--- src/sv/rtpd_pkg.sv ---
// shared types, codes and constants of the h264 rtp depacketizer
package rtpd_pkg;

   localparam int FRAME_BYTES_WIDTH  = 24;
   localparam int PACKET_LEN_WIDTH   = 16;
   localparam int CSR_DATA_WIDTH     = 24;
   localparam int CSR_INDEX_WIDTH    = 1;
   localparam int QUEUE_DEPTH_DEFAULT = 4;

   // register indexes
   localparam logic [CSR_INDEX_WIDTH-1:0] CSR_MAX_FRAME_BYTES  = 1'd0;
   localparam logic [CSR_INDEX_WIDTH-1:0] CSR_MAX_PACKET_BYTES = 1'd1;

   localparam logic [FRAME_BYTES_WIDTH-1:0] MAX_FRAME_BYTES_RESET  = 24'd3000000;
   localparam logic [PACKET_LEN_WIDTH-1:0]  MAX_PACKET_BYTES_RESET = 16'd65535;

   // nal unit types
   localparam logic [4:0] NAL_UNIT_SINGLE_MIN = 5'd1;
   localparam logic [4:0] NAL_UNIT_SINGLE_MAX = 5'd23;
   localparam logic [4:0] NAL_UNIT_FU_A       = 5'd28;

   // annex b start code
   localparam logic [7:0] START_CODE_ZERO = 8'h00;
   localparam logic [7:0] START_CODE_ONE  = 8'h01;

   // position of the rebuilt nal header in a start code run
   localparam logic [1:0] PREFIX_LAST_INDEX = 2'd3;

   typedef enum logic [2:0] {
      MODE_DISCARD = 3'b001,
      MODE_SINGLE  = 3'b010,
      MODE_FUA     = 3'b100
   } mode_type;

   typedef enum logic [1:0] {
      KIND_BYTE   = 2'd0,   // one stream byte
      KIND_PREFIX = 2'd1,   // 00 00 01 then the header byte
      KIND_MARK   = 2'd2    // one result without a stream byte
   } kind_type;

   typedef struct packed {
      kind_type   kind;
      logic [7:0] data;
      logic       frame_end;
      logic       dropped;
   } job_type;

   typedef struct packed {
      logic    valid;
      job_type job;
   } job_slot_type;

endpackage

--- src/sv/rtpd_front.sv ---
// front end: accepts payload bytes, tracks packet state and issues output jobs
module rtpd_front (
   input  logic                                     clock,
   input  logic                                     reset,
   input  logic                                     req_valid,
   input  logic                                     req_stall,
   input  logic [7:0]                               req_payload_byte,
   input  logic                                     req_first_byte,
   input  logic                                     req_last_byte,
   input  logic                                     req_rtp_marker,
   input  logic [rtpd_pkg::PACKET_LEN_WIDTH-1:0]    req_packet_length,
   input  logic                                     csr_write_enable,
   input  logic [rtpd_pkg::CSR_INDEX_WIDTH-1:0]     csr_index,
   input  logic [rtpd_pkg::CSR_DATA_WIDTH-1:0]      csr_write_data,
   output rtpd_pkg::job_slot_type                   push
);

   logic [rtpd_pkg::FRAME_BYTES_WIDTH-1:0] max_frame_ff;
   logic [rtpd_pkg::PACKET_LEN_WIDTH-1:0]  max_packet_ff;
   logic [rtpd_pkg::FRAME_BYTES_WIDTH-1:0] count_ff, count_in;
   rtpd_pkg::mode_type                     mode_ff, mode_in;
   logic                                   fu_hdr_ff, fu_hdr_in;
   logic [2:0]                             saved_ff, saved_in;

   logic                                   accept;
   logic [4:0]                             nal_code;
   logic                                   drop;
   logic [2:0]                             add;
   logic [rtpd_pkg::FRAME_BYTES_WIDTH:0]   count_sum;
   rtpd_pkg::job_slot_type                 slot;

   assign accept   = req_valid && !req_stall;
   assign nal_code = req_payload_byte[4:0];
   assign drop     = (count_ff > max_frame_ff) || (req_packet_length > max_packet_ff);

   always_comb begin
      mode_in   = mode_ff;
      fu_hdr_in = fu_hdr_ff;
      saved_in  = saved_ff;
      add       = 3'd0;
      slot      = '0;
      slot.job.kind = rtpd_pkg::KIND_BYTE;
      slot.job.data = req_payload_byte;

      if (req_first_byte) begin
         if (drop) begin
            slot.valid       = 1'b1;
            slot.job.kind    = rtpd_pkg::KIND_MARK;
            slot.job.data    = '0;
            slot.job.dropped = 1'b1;
            mode_in          = rtpd_pkg::MODE_DISCARD;
            fu_hdr_in        = 1'b0;
         end else if (nal_code >= rtpd_pkg::NAL_UNIT_SINGLE_MIN &&
                      nal_code <= rtpd_pkg::NAL_UNIT_SINGLE_MAX) begin
            slot.valid    = 1'b1;
            slot.job.kind = rtpd_pkg::KIND_PREFIX;
            add           = 3'd4;
            mode_in       = rtpd_pkg::MODE_SINGLE;
            fu_hdr_in     = 1'b0;
         end else if (nal_code == rtpd_pkg::NAL_UNIT_FU_A && !req_last_byte) begin
            mode_in   = rtpd_pkg::MODE_FUA;
            fu_hdr_in = 1'b1;
            saved_in  = req_payload_byte[7:5];
         end else begin
            mode_in   = rtpd_pkg::MODE_DISCARD;
            fu_hdr_in = 1'b0;
         end
      end else begin
         case (mode_ff)
            rtpd_pkg::MODE_SINGLE: begin
               slot.valid = 1'b1;
               add        = 3'd1;
            end
            rtpd_pkg::MODE_FUA: begin
               if (fu_hdr_ff) begin
                  // fu header: only a start fragment produces output
                  if (req_payload_byte[7]) begin
                     slot.valid    = 1'b1;
                     slot.job.kind = rtpd_pkg::KIND_PREFIX;
                     slot.job.data = {saved_ff, req_payload_byte[4:0]};
                     add           = 3'd4;
                  end
                  fu_hdr_in = 1'b0;
               end else begin
                  slot.valid = 1'b1;
                  add        = 3'd1;
               end
            end
            default: begin
            end
         endcase
      end

      count_sum = {1'b0, count_ff} + {{(rtpd_pkg::FRAME_BYTES_WIDTH-2){1'b0}}, add};
      if (count_sum[rtpd_pkg::FRAME_BYTES_WIDTH])
         count_in = '1;
      else
         count_in = count_sum[rtpd_pkg::FRAME_BYTES_WIDTH-1:0];

      if (req_first_byte && drop) begin
         count_in = '0;
      end else if (req_last_byte) begin
         if (req_rtp_marker && mode_in != rtpd_pkg::MODE_DISCARD) begin
            if (!slot.valid) begin
               slot.valid    = 1'b1;
               slot.job.kind = rtpd_pkg::KIND_MARK;
               slot.job.data = '0;
            end
            slot.job.frame_end = 1'b1;
            count_in           = '0;
         end
         mode_in   = rtpd_pkg::MODE_DISCARD;
         fu_hdr_in = 1'b0;
      end

      push       = slot;
      push.valid = slot.valid && accept;
   end

   always_ff @(posedge clock) begin
      if (reset) begin
         count_ff  <= '0;
         mode_ff   <= rtpd_pkg::MODE_DISCARD;
         fu_hdr_ff <= 1'b0;
         saved_ff  <= '0;
      end else if (accept) begin
         count_ff  <= count_in;
         mode_ff   <= mode_in;
         fu_hdr_ff <= fu_hdr_in;
         saved_ff  <= saved_in;
      end
   end

   always_ff @(posedge clock) begin
      if (reset) begin
         max_frame_ff  <= rtpd_pkg::MAX_FRAME_BYTES_RESET;
         max_packet_ff <= rtpd_pkg::MAX_PACKET_BYTES_RESET;
      end else if (csr_write_enable) begin
         case (csr_index)
            rtpd_pkg::CSR_MAX_FRAME_BYTES:  max_frame_ff  <= csr_write_data;
            rtpd_pkg::CSR_MAX_PACKET_BYTES:
               max_packet_ff <= csr_write_data[rtpd_pkg::PACKET_LEN_WIDTH-1:0];
            default: begin
            end
         endcase
      end
   end

   // a dropped packet leaves the front in discard mode with a cleared count
   a_drop_clears: assert property (@(posedge clock) disable iff (reset)
      (accept && push.valid && push.job.dropped) |=>
         (mode_ff == rtpd_pkg::MODE_DISCARD && count_ff == '0))
      else $error("drop did not clear frame state");

endmodule

--- src/sv/rtpd_queue.sv ---
// job queue between the front end and the output sequencer
module rtpd_queue #(
   parameter int QUEUE_DEPTH = rtpd_pkg::QUEUE_DEPTH_DEFAULT
) (
   input  logic                   clock,
   input  logic                   reset,
   input  rtpd_pkg::job_slot_type push,
   input  logic                   pop,
   output rtpd_pkg::job_slot_type head,
   output logic                   full
);

   localparam int PTR_WIDTH   = (QUEUE_DEPTH > 1) ? $clog2(QUEUE_DEPTH) : 1;
   localparam int COUNT_WIDTH = $clog2(QUEUE_DEPTH + 1);

   rtpd_pkg::job_type      slots_ff [QUEUE_DEPTH];
   logic [PTR_WIDTH-1:0]   wr_ptr_ff, wr_ptr_in;
   logic [PTR_WIDTH-1:0]   rd_ptr_ff, rd_ptr_in;
   logic [COUNT_WIDTH-1:0] count_ff, count_in;
   logic                   do_push, do_pop;

   assign full    = (count_ff == COUNT_WIDTH'(QUEUE_DEPTH));
   assign do_push = push.valid && !full;
   assign do_pop  = pop && (count_ff != '0);

   assign head.valid = (count_ff != '0);
   assign head.job   = slots_ff[rd_ptr_ff];

   always_comb begin
      wr_ptr_in = wr_ptr_ff;
      rd_ptr_in = rd_ptr_ff;
      count_in  = count_ff;
      if (do_push)
         wr_ptr_in = (wr_ptr_ff == PTR_WIDTH'(QUEUE_DEPTH - 1)) ? '0 : wr_ptr_ff + 1'b1;
      if (do_pop)
         rd_ptr_in = (rd_ptr_ff == PTR_WIDTH'(QUEUE_DEPTH - 1)) ? '0 : rd_ptr_ff + 1'b1;
      if (do_push && !do_pop)
         count_in = count_ff + 1'b1;
      else if (do_pop && !do_push)
         count_in = count_ff - 1'b1;
   end

   always_ff @(posedge clock) begin
      if (reset) begin
         wr_ptr_ff <= '0;
         rd_ptr_ff <= '0;
         count_ff  <= '0;
      end else begin
         wr_ptr_ff <= wr_ptr_in;
         rd_ptr_ff <= rd_ptr_in;
         count_ff  <= count_in;
      end
   end

   always_ff @(posedge clock) begin
      if (do_push)
         slots_ff[wr_ptr_ff] <= push.job;
   end

   // the front never offers a job into a full queue
   a_no_overflow: assert property (@(posedge clock) disable iff (reset)
      push.valid |-> !full)
      else $error("job lost on full queue");

   a_no_underflow: assert property (@(posedge clock) disable iff (reset)
      pop |-> head.valid)
      else $error("pop from empty queue");

endmodule

--- src/sv/rtpd_back.sv ---
// output sequencer: expands queued jobs into result transactions
module rtpd_back (
   input  logic                   clock,
   input  logic                   reset,
   input  rtpd_pkg::job_slot_type head,
   output logic                   pop,
   output logic                   rsp_valid,
   input  logic                   rsp_stall,
   output logic [7:0]             rsp_out_byte,
   output logic                   rsp_byte_valid,
   output logic                   rsp_frame_end,
   output logic                   rsp_frame_dropped,
   output logic                   rsp_last_of_run
);

   logic [1:0] idx_ff, idx_in;
   logic       valid_ff, valid_in;
   logic [7:0] byte_ff, byte_in;
   logic       bvalid_ff, bvalid_in;
   logic       fend_ff, fend_in;
   logic       drop_ff, drop_in;
   logic       last_ff, last_in;
   logic       load, job_done;

   assign load     = head.valid && (!valid_ff || !rsp_stall);
   assign job_done = (head.job.kind != rtpd_pkg::KIND_PREFIX) ||
                     (idx_ff == rtpd_pkg::PREFIX_LAST_INDEX);
   assign pop      = load && job_done;

   always_comb begin
      idx_in = idx_ff;
      if (load)
         idx_in = job_done ? 2'd0 : idx_ff + 2'd1;

      valid_in = valid_ff;
      if (load)
         valid_in = 1'b1;
      else if (!rsp_stall)
         valid_in = 1'b0;

      bvalid_in = 1'b1;
      byte_in   = head.job.data;
      case (head.job.kind)
         rtpd_pkg::KIND_PREFIX: begin
            if (idx_ff == rtpd_pkg::PREFIX_LAST_INDEX)
               byte_in = head.job.data;
            else if (idx_ff == rtpd_pkg::PREFIX_LAST_INDEX - 2'd1)
               byte_in = rtpd_pkg::START_CODE_ONE;
            else
               byte_in = rtpd_pkg::START_CODE_ZERO;
         end
         rtpd_pkg::KIND_MARK: begin
            byte_in   = '0;
            bvalid_in = 1'b0;
         end
         default: begin
         end
      endcase
      fend_in = head.job.frame_end && job_done;
      drop_in = head.job.dropped;
      last_in = job_done;
   end

   always_ff @(posedge clock) begin
      if (reset) begin
         idx_ff   <= '0;
         valid_ff <= 1'b0;
      end else begin
         idx_ff   <= idx_in;
         valid_ff <= valid_in;
      end
   end

   always_ff @(posedge clock) begin
      if (load) begin
         byte_ff   <= byte_in;
         bvalid_ff <= bvalid_in;
         fend_ff   <= fend_in;
         drop_ff   <= drop_in;
         last_ff   <= last_in;
      end
   end

   assign rsp_valid         = valid_ff;
   assign rsp_out_byte      = byte_ff;
   assign rsp_byte_valid    = bvalid_ff;
   assign rsp_frame_end     = fend_ff;
   assign rsp_frame_dropped = drop_ff;
   assign rsp_last_of_run   = last_ff;

   // mid-run position only while a start code job sits at the head
   a_idx_in_prefix: assert property (@(posedge clock) disable iff (reset)
      (idx_ff != 2'd0) |-> (head.valid && head.job.kind == rtpd_pkg::KIND_PREFIX))
      else $error("run index without prefix job");

   a_end_is_last: assert property (@(posedge clock) disable iff (reset)
      (valid_ff && fend_ff) |-> last_ff)
      else $error("frame end before end of run");

   a_drop_no_byte: assert property (@(posedge clock) disable iff (reset)
      (valid_ff && drop_ff) |-> (!bvalid_ff && last_ff && !fend_ff))
      else $error("malformed drop result");

endmodule

--- src/sv/h264_rtp_depacketizer.sv ---
// top level of the h264 rtp depacketizer (rtp payload bytes to annex b stream)
//
//   channel  direction  handshake              carries
//   req_     in         req_valid / req_stall  one rtp payload byte with packet flags
//   rsp_     out        rsp_valid / rsp_stall  one annex b result per transaction
//   csr_     in         csr_write_enable       frame and packet length limits
//
// one input transaction per cycle is accepted whenever the job queue has room
// a single nal start or fu-a start fragment expands to four results (00 00 01 header),
// one per cycle from the output sequencer unless rsp_stall holds it; other jobs give one result
// the front end and the output sequencer are split by a QUEUE_DEPTH job queue,
// so a stalled output only backs up into req_stall once that queue is full
// synchronous active-high reset clears packet state and frame count and reloads the default limits
module h264_rtp_depacketizer #(
   parameter int QUEUE_DEPTH = rtpd_pkg::QUEUE_DEPTH_DEFAULT
) (
   input  logic                                  clock,
   input  logic                                  reset,
   // input byte channel
   input  logic                                  req_valid,
   output logic                                  req_stall,
   input  logic [7:0]                            req_payload_byte,
   input  logic                                  req_first_byte,
   input  logic                                  req_last_byte,
   input  logic                                  req_rtp_marker,
   input  logic [rtpd_pkg::PACKET_LEN_WIDTH-1:0] req_packet_length,
   // result channel
   output logic                                  rsp_valid,
   input  logic                                  rsp_stall,
   output logic [7:0]                            rsp_out_byte,
   output logic                                  rsp_byte_valid,
   output logic                                  rsp_frame_end,
   output logic                                  rsp_frame_dropped,
   output logic                                  rsp_last_of_run,
   // configuration writes
   input  logic                                  csr_write_enable,
   input  logic [rtpd_pkg::CSR_INDEX_WIDTH-1:0]  csr_index,
   input  logic [rtpd_pkg::CSR_DATA_WIDTH-1:0]   csr_write_data
);

   rtpd_pkg::job_slot_type push;   // job from the front end, valid only on accept
   rtpd_pkg::job_slot_type head;   // oldest queued job
   logic                   pop;
   logic                   full;

   // input is held off only by a full job queue
   assign req_stall = full;

   rtpd_front u_front (
      .clock             (clock),
      .reset             (reset),
      .req_valid         (req_valid),
      .req_stall         (req_stall),
      .req_payload_byte  (req_payload_byte),
      .req_first_byte    (req_first_byte),
      .req_last_byte     (req_last_byte),
      .req_rtp_marker    (req_rtp_marker),
      .req_packet_length (req_packet_length),
      .csr_write_enable  (csr_write_enable),
      .csr_index         (csr_index),
      .csr_write_data    (csr_write_data),
      .push              (push)
   );

   // short queue decouples classification from result expansion
   rtpd_queue #(
      .QUEUE_DEPTH (QUEUE_DEPTH)
   ) u_queue (
      .clock (clock),
      .reset (reset),
      .push  (push),
      .pop   (pop),
      .head  (head),
      .full  (full)
   );

   // output register stage lives in the sequencer
   rtpd_back u_back (
      .clock             (clock),
      .reset             (reset),
      .head              (head),
      .pop               (pop),
      .rsp_valid         (rsp_valid),
      .rsp_stall         (rsp_stall),
      .rsp_out_byte      (rsp_out_byte),
      .rsp_byte_valid    (rsp_byte_valid),
      .rsp_frame_end     (rsp_frame_end),
      .rsp_frame_dropped (rsp_frame_dropped),
      .rsp_last_of_run   (rsp_last_of_run)
   );

endmodule
--- config.mk ---
export PLATFORM = sky130hd
export DESIGN_NAME = h264_rtp_depacketizer
export DESIGN_NICKNAME = d
export VERILOG_FILES = /design/src/sv/rtpd_pkg.sv /design/src/sv/rtpd_front.sv /design/src/sv/rtpd_queue.sv /design/src/sv/rtpd_back.sv /design/src/sv/h264_rtp_depacketizer.sv
export SDC_FILE = /design/constraint.sdc
export NUM_CORES = 1
export LEC_CHECK = 0
export ABC_AREA = 1
export ABC_CLOCK_PERIOD_IN_PS = 3400
export BUFFER_PORTS_ARGS = -buffer_cell sky130_fd_sc_hd__buf_4
export CAP_MARGIN = 20
export CORE_MARGIN = 1
export CORE_UTILIZATION = 60
export CTS_CLUSTER_DIAMETER = 60
export DETAILED_ROUTE_END_ITERATION = 7
export HOLD_SLACK_MARGIN = 0.08
export PLACE_DENSITY = 0.9
export SETUP_SLACK_MARGIN = 0.02
export SLEW_MARGIN = 5
export SYNTH_ARGS = -nofsm -noshare
export SYNTH_HDL_FRONTEND = slang
export SYNTH_HIERARCHICAL = 1
export SYNTH_SLANG_ARGS = --single-unit
--- constraint.sdc ---
create_clock -name clock -period 3.4 [get_ports clock]
set_clock_uncertainty 0.05 [all_clocks]
set_input_delay 0.34 -clock clock [delete_from_list [all_inputs] [get_ports clock]]
set_output_delay 0.34 -clock clock [all_outputs]
set_load 0.05 [all_outputs]
-- Word level (Yosys, flattened, before mapping)
Memory sizes are Yosys's and may differ from the RTL's. A register that Yosys moved wholly into a read port is not among the register bits.
Cells that the tools add are included.
Widths: inputs -> output; s select.
- register bits after elaboration: 93
- latch bits: 0
- RAM bits: 48
- memory bits (read-only): 0
- input bits: 57
- output and inout bits: 14
- word-level logic and storage cells: 123
- memories: 1
- $add $sub $neg: 6
- multipliers: 0
- div/mod/pow operators: 0
- order comparisons: 4
- equal/unequal tests: 13
- shift operators: 0
- multiplexer cells: 53
- bitwise gates (word level): 3
- reduce and logical (&&, ||, !) cells: 27
- memories (name ; words ; bits a word ; rd ports ; clocked after Yosys merged registers in ; write ports ; line ; RTL):
    u_queue.slots_ff ; 4 ; 12 ; 1 ; 1 ; 1 ; rtpd_queue.sv:16 ; rtpd_pkg::job_type slots_ff [QUEUE_DEPTH];
- operator list (kind ; number):
    $mux 24 ; 4
    $mux 3 ; 15
    $mux 12 ; 3
    $mux 10 ; 3
    $add 24x3->25 ; 1
    $gt 24x24->1 ; 1
    $mux 11 ; 2
    $gt 16x16->1 ; 1
    $mux 1 ; 16
    $mux 8 ; 2
    $pmux 8 s2 ; 1
    $logic_and 1x1->1 ; 13
    $eq 2x2->1 const B ; 5
    $mux 2 ; 5
    $add 2x1->2 const B ; 3
    $eq 3x3->1 const B ; 2
    $logic_not 1->1 ; 6
    $pmux 3 s2 ; 1
    $eq 5x5->1 const B ; 1
    $ge 5x1->1 const B ; 1
    $le 5x5->1 const B ; 1
    $reduce_and 5->1 ; 1
    $ne 2x1->1 const B ; 2
    $reduce_and 2->1 ; 2
    10 further kinds ; 14

-- Longest topological paths before layout
- word-level depth: 17
- gate-level depth with buffers: 30
- mapped depth without buffers: 29

-- Hierarchy
The synthesis kept the hierarchy.
- by module, submodules not included (module ; instances ; cells each ; area each (um^2) ; seq. area each (um^2)):
    rtpd_front ; 1 ; 670 ; 4609.4 ; 1421.4
    rtpd_queue ; 1 ; 186 ; 2289.7 ; 1621.6
    rtpd_back ; 1 ; 65 ; 658.1 ; 420.4

-- Worst setup path after synthesis
No wires, ideal clock.
- path type: input port to flip-flop
- start: input req_packet_length[7] (netlist bit)
- end: register u_queue.count_ff[2]
- library setup time: 0.110 ns
- arrival: 2.950 ns
- data required time: 3.240 ns
- slack: 0.290 ns
- stages: 25
- buffers on the path: 1
- cell sequence: ha_1 -> a21o_1 -> nor2_1 -> nand2_1 -> nand2_1 -> nand2_1 -> nand2_1 -> nand4_2 -> nand2_1 -> inv_1 -> nand3_2 -> nand2_4 -> buf_6 -> a21oi_1 -> nand2_2 -> inv_1 -> ha_1 -> inv_1 -> fa_1 -> inv_1 -> nand2_1 -> nand3_1 -> nand2_1 -> inv_1 -> nor2_1
- RTL lines (item ; line ; RTL):
    from (decl) ; h264_rtp_depacketizer.sv:26 ; input logic [rtpd_pkg::PACKET_LEN_WIDTH-1:0] req_packet_length,
    to (signal assigned) ; rtpd_queue.sv:51 ; count_ff <= count_in;
    to (decl) ; rtpd_queue.sv:19 ; logic [COUNT_WIDTH-1:0] count_ff, count_in;

-- Final worst setup path
- start: register u_front/max_packet_ff[11] (netlist bit)
- end: register u_front/count_ff[13] (netlist bit)
- longest elaborated chain between the ends: 9
- elaborated cells on any way between the ends: 14
- classes of those cells: add/sub (1); order compare (1); eq/ne (1); mux (8); reduce/logical (3)
- ends and longest elaborated chain (item ; line ; RTL):
    from (decl) ; rtpd_front.sv:19 ; logic [rtpd_pkg::PACKET_LEN_WIDTH-1:0] max_packet_ff;
    from (signal assigned) ; rtpd_front.sv:137 ; max_packet_ff <= rtpd_pkg::MAX_PACKET_BYTES_RESET;
    from (signal assigned) ; rtpd_front.sv:142 ; max_packet_ff <= csr_write_data[rtpd_pkg::PACKET_LEN_WIDTH-1:0];
    $gt 16x16->1 (*) ; rtpd_front.sv:34 ; assign drop = (count_ff > max_frame_ff) || (req_packet_length > max_packet_ff);
    $logic_or 1x1->1 (*) ; rtpd_front.sv:34 ;
    $mux 3 ; rtpd_front.sv:46 ; if (drop) begin
    $mux 3 ; rtpd_front.sv:45 ; if (req_first_byte) begin
    $add 24x3->25 or $ne 3x1->1 (tied branches) ; rtpd_front.sv:94, rtpd_front.sv:103 ;
    $mux 24 or $logic_and 1x1->1 (tied branches) ; rtpd_front.sv:95, rtpd_front.sv:103 ;
    $mux 24 ; rtpd_front.sv:103 ; if (req_rtp_marker && mode_in != rtpd_pkg::MODE_DISCARD) begin
    $mux 24 ; rtpd_front.sv:102 ; end else if (req_last_byte) begin
    $mux 24 (*) ; rtpd_front.sv:100 ; if (req_first_byte && drop) begin
    to (signal assigned) ; rtpd_front.sv:127 ; count_ff <= count_in;
    to (decl) ; rtpd_front.sv:20 ; logic [rtpd_pkg::FRAME_BYTES_WIDTH-1:0] count_ff, count_in;
Every way passes the cells marked *; elsewhere a longest branch is shown, timed or not.
A chain may end at the register's enable or synchronous reset.

==> metrics.txt <==
Worst Hold Launch=csr_write_data[16]; io pins=71; largest net degree at the start of global routing=35; register area=3480 µm²; Seq/Total Area, Yosys=45.8%; Overall Power=5.78 mW; n_diodes=0; first-pass GRT wire length=28.9 mm; Synth cell types=40; Via density=5.85; DP HPWL=11.7 mm; wire length per cell=16.9 µm; initial DRC count=694; Vias=7040; RR Startpoint=u_front/max_packet_ff[11]; footprint of the multi-input gates=3800 µm²; gr ovfl total=0; fillers=707; antenna violations before repair=0; Pleak=4.05 nW; fmax=269 MHz; area grow syn2layout=24.5%; DP Worst Slack=-122 ps; area share of the largest cell type after synthesis=23.8%; status=complete, but fails checks; CP top delay family=simple AND/OR/NAND/NOR gates; peak per-stage delay on the critical path=350 ps; area leader, netlist=edfxtp_1; Root Buffer Master=clkbuf_16; FF-to-FF setup slack=-320 ps; Clock Path Buffers=2; Avg Cell Area, Syn=8.21 µm²; reg2reg end=u_front/count_ff[13]; Hold Vio Cnt, Final=0; Gate Count Post-Synth=921; failing checks=negative setup slack; DP Area=8370 µm²; Sink Count=143; Clock Pin Slew Worst Setup and Hold Paths=60 ps; placed cells=1161; commonest non-fill, non-tap cell in the layout=nand2_1; post-route antenna net violation count=0; crit-path max FO=5; combinational group share of total power=30.0%; Synth Net Count=1032; CP Class=reg -> reg; Max Slew Vio Count=0; Die Span Y=114 µm; fin nets=1133; sw frac=34.0%; # DRC=0; Peak VDD IR=0.347 mV; Bufs and invs on worst path=3; Syn Std Cell Area=7560 µm²; setup ws final=-317 ps; asr flop ratio synth=0%; Finished Cell Area=9410 µm²; Final Wtd Congestion=0.903; Reg power frac=37.7%; row count=40; die area=13000 µm²; fraction of layout cells with a size suffix above 1=24.9%; Die W=114 µm; Initial Util=62.1%; EDFF count, synth=60; Top FF cell, synth=dfxtp_1; clock buffer count from CTS=17; Max Cap Viol=0; CP endpoint=u_front/count_ff[13]; CP Depth=24; R2R depth=24; Clk pwr share=32.3%; TritonCTS clock tree=yes; overall routed net length=20.4 mm; core footprint=12200 µm²; H-tree depth reported by CTS=4; Int Power=3.81 mW; Crit. End Element=register; Hold WC Path Type=in -> reg; pwr dens=614 nW/µm²; FF+latch count, synth=143; nature of the critical path startpoint=register; port bufs=70; Worst Setup SP=u_front/max_packet_ff[11]; NetSw=1.97 mW; crit-path cells=inv_2 > ha_4 > nand4_1 > nor3_4 > nand2_1 > nand2_2 > nand2_4 > nand4_4 > o21ai_2 > ha_4 > nand2_2 > a21oi_4 > nand3_2 > inv_2 > nand2_4 > nor2_2 > nand2_2 > nor2_4 > inv_2 > o21ai_1 > a21oi_1 > nor2_1 > nand2_1 > a21oi_2; Final setup viols=18; WP data arrival=4020 ps; vias in the first global route=6354; RSZ-0062 raised after global routing=yes; commonest non-fill, non-tap cells in the layout=nand2_1 (164), inv_1 (111), buf_4 (108), nor2_1 (108), dfxtp_1 (72); CP required=3710 ps; All-Layer GR Usage=28.3%; TritonRoute pass-1 iters=6; Final Cycle Share=109%; worst skew pair latency=430 ps; Tmin final=3720 ps; Rel. slew slack=39.4%; Slew @ Worst Pin=904 ps; Crit-path slowest cell=dfxtp_1; top cells by area, synth=edfxtp_1 (24%), dfxtp_1 (22%), ha_1 (8.8%), nand2_1 (8.7%), inv_1 (6.3%); Warnings, synthesis=6; fin cells=1203
==> per-layer routing <==
| layer | track usage, % | share of wire (%) | vias up |
|---|---|---|---|
| met5 | 0 | 0 | - |
| met4 | 13.9 | 5.7 | 0 |
| met3 | 5.13 | 6.7 | 115 |
| met2 | 50.5 | 51 | 420 |
| met1 | 32.6 | 36 | 3263 |
| li1 | - | - | 3242 |
==> power groups by stage <==
stage	registers [mW]	clock network, mW	logic, mW
global route	2.19	1.95	1.87
global placement	2.19	0	1.53
detailed placement	2.20	0	1.59
CTS	2.17	1.88	1.65
finish	2.18	1.87	1.73
floorplan	2.46	0	0.898
==> cell type report <==
class	count	share of cell area, %
multi-input cells	617	40.4
flip-flops and latches	143	36.9
repair buffers	110	8.83
inverters	133	5.30
clock buffers	25	5.09
well taps	168	2.23
clock inverters	7	1.21
==> cells in the mapped netlist, types with 8 or more instances <==
| library cell | count |
|---|---|
| o21ai_1 | 19 |
| clkbuf_1 | 17 |
| nand4_1 | 9 |
| nor2_2 | 8 |
| nand3_1 | 19 |
| o22ai_1 | 12 |
| nor3_1 | 13 |
| nand2_1 | 176 |
| dfxtp_1 | 83 |
| a21oi_2 | 12 |
| nor2_1 | 111 |
| ha_1 | 53 |
| o21ai_0 | 40 |
| a21oi_1 | 61 |
| inv_1 | 127 |
| nand2_2 | 21 |
| edfxtp_1 | 60 |
| o211ai_1 | 25 |
==> worst reg2reg max path, stage by stage, from the launching register on <==
cell and delay (ps):
dfxtp_1 350, inv_2 70, ha_4 280, nand4_1 200, nor3_4 340, nand2_1 120
nand2_2 90, nand2_4 80, nand4_4 120, o21ai_2 90, ha_4 290, nand2_2 60
a21oi_4 130, nand3_2 120, inv_2 90, nand2_4 60, nor2_2 120, nand2_2 100
nor2_4 140, inv_2 80, o21ai_1 150, a21oi_1 110, nor2_1 180, nand2_1 110
a21oi_2 120
==> flip-flops by register name (all words and copies together) (netlist names), named ones only <==
register,flops
u_front/count_ff,24
u_queue/wr_ptr_ff,2
u_queue/rd_ptr_ff,2
u_front/mode_ff,3
u_back/idx_ff,2
u_front/saved_ff,3
u_back/rsp_frame_dropped,1
u_queue/count_ff,3
u_back/rsp_valid,1
u_back/rsp_last_of_run,1
u_queue/slots_ff,48
u_front/max_packet_ff,16
u_back/rsp_byte_valid,1
u_front/max_frame_ff,24
u_front/fu_hdr_ff,1
u_back/rsp_out_byte,8
u_back/rsp_frame_end,1
==> worst min path at each step <==
stage | to | depth (start not counted)
final | u_front/max_frame_ff[16] | 3
after CTS | u_front/max_frame_ff[16] | 3
after floorplan | u_back/rsp_valid | 1
after detailed placement | u_front/max_frame_ff[5] | 2
after global placement | u_front/max_frame_ff[17] | 2
after global routing | u_front/max_packet_ff[1] | 3
==> kinds of logic after synthesis <==
logic type | after synthesis | share of synthesized area (%)
compound gates | 180 | 13.8
xor+xnor | 10 | 1.16
fa+ha+maj | 54 | 9.04
buf+inv | 161 | 8.61
flops | 143 | 45.8
mux | 2 | 0.265
simple gates | 371 | 21.3
==> metrics by stage <==
stage          utilization (%)  hold WS (ps)  TNS [ps]
2_1_floorplan                -           359         0
3_3_place_gp              68.8           404         0
3_5_place_dp              68.8           407      -938
4_1_cts                   74.1          83.0         0
5_1_grt                   77.4          85.8     -5000
6_report                  77.4          91.6     -1540
==> what timing repair did <==
item / CTS / global route
pin swaps: 7 / 23
setup buffers: 3 / 5
hold endpoints to repair: 2 / 0
endpoints found under the setup margin: 15 / 26
hold buffers: 2 / 0
resized for setup: 3 / 81
(Power assumes the default switching activity.)
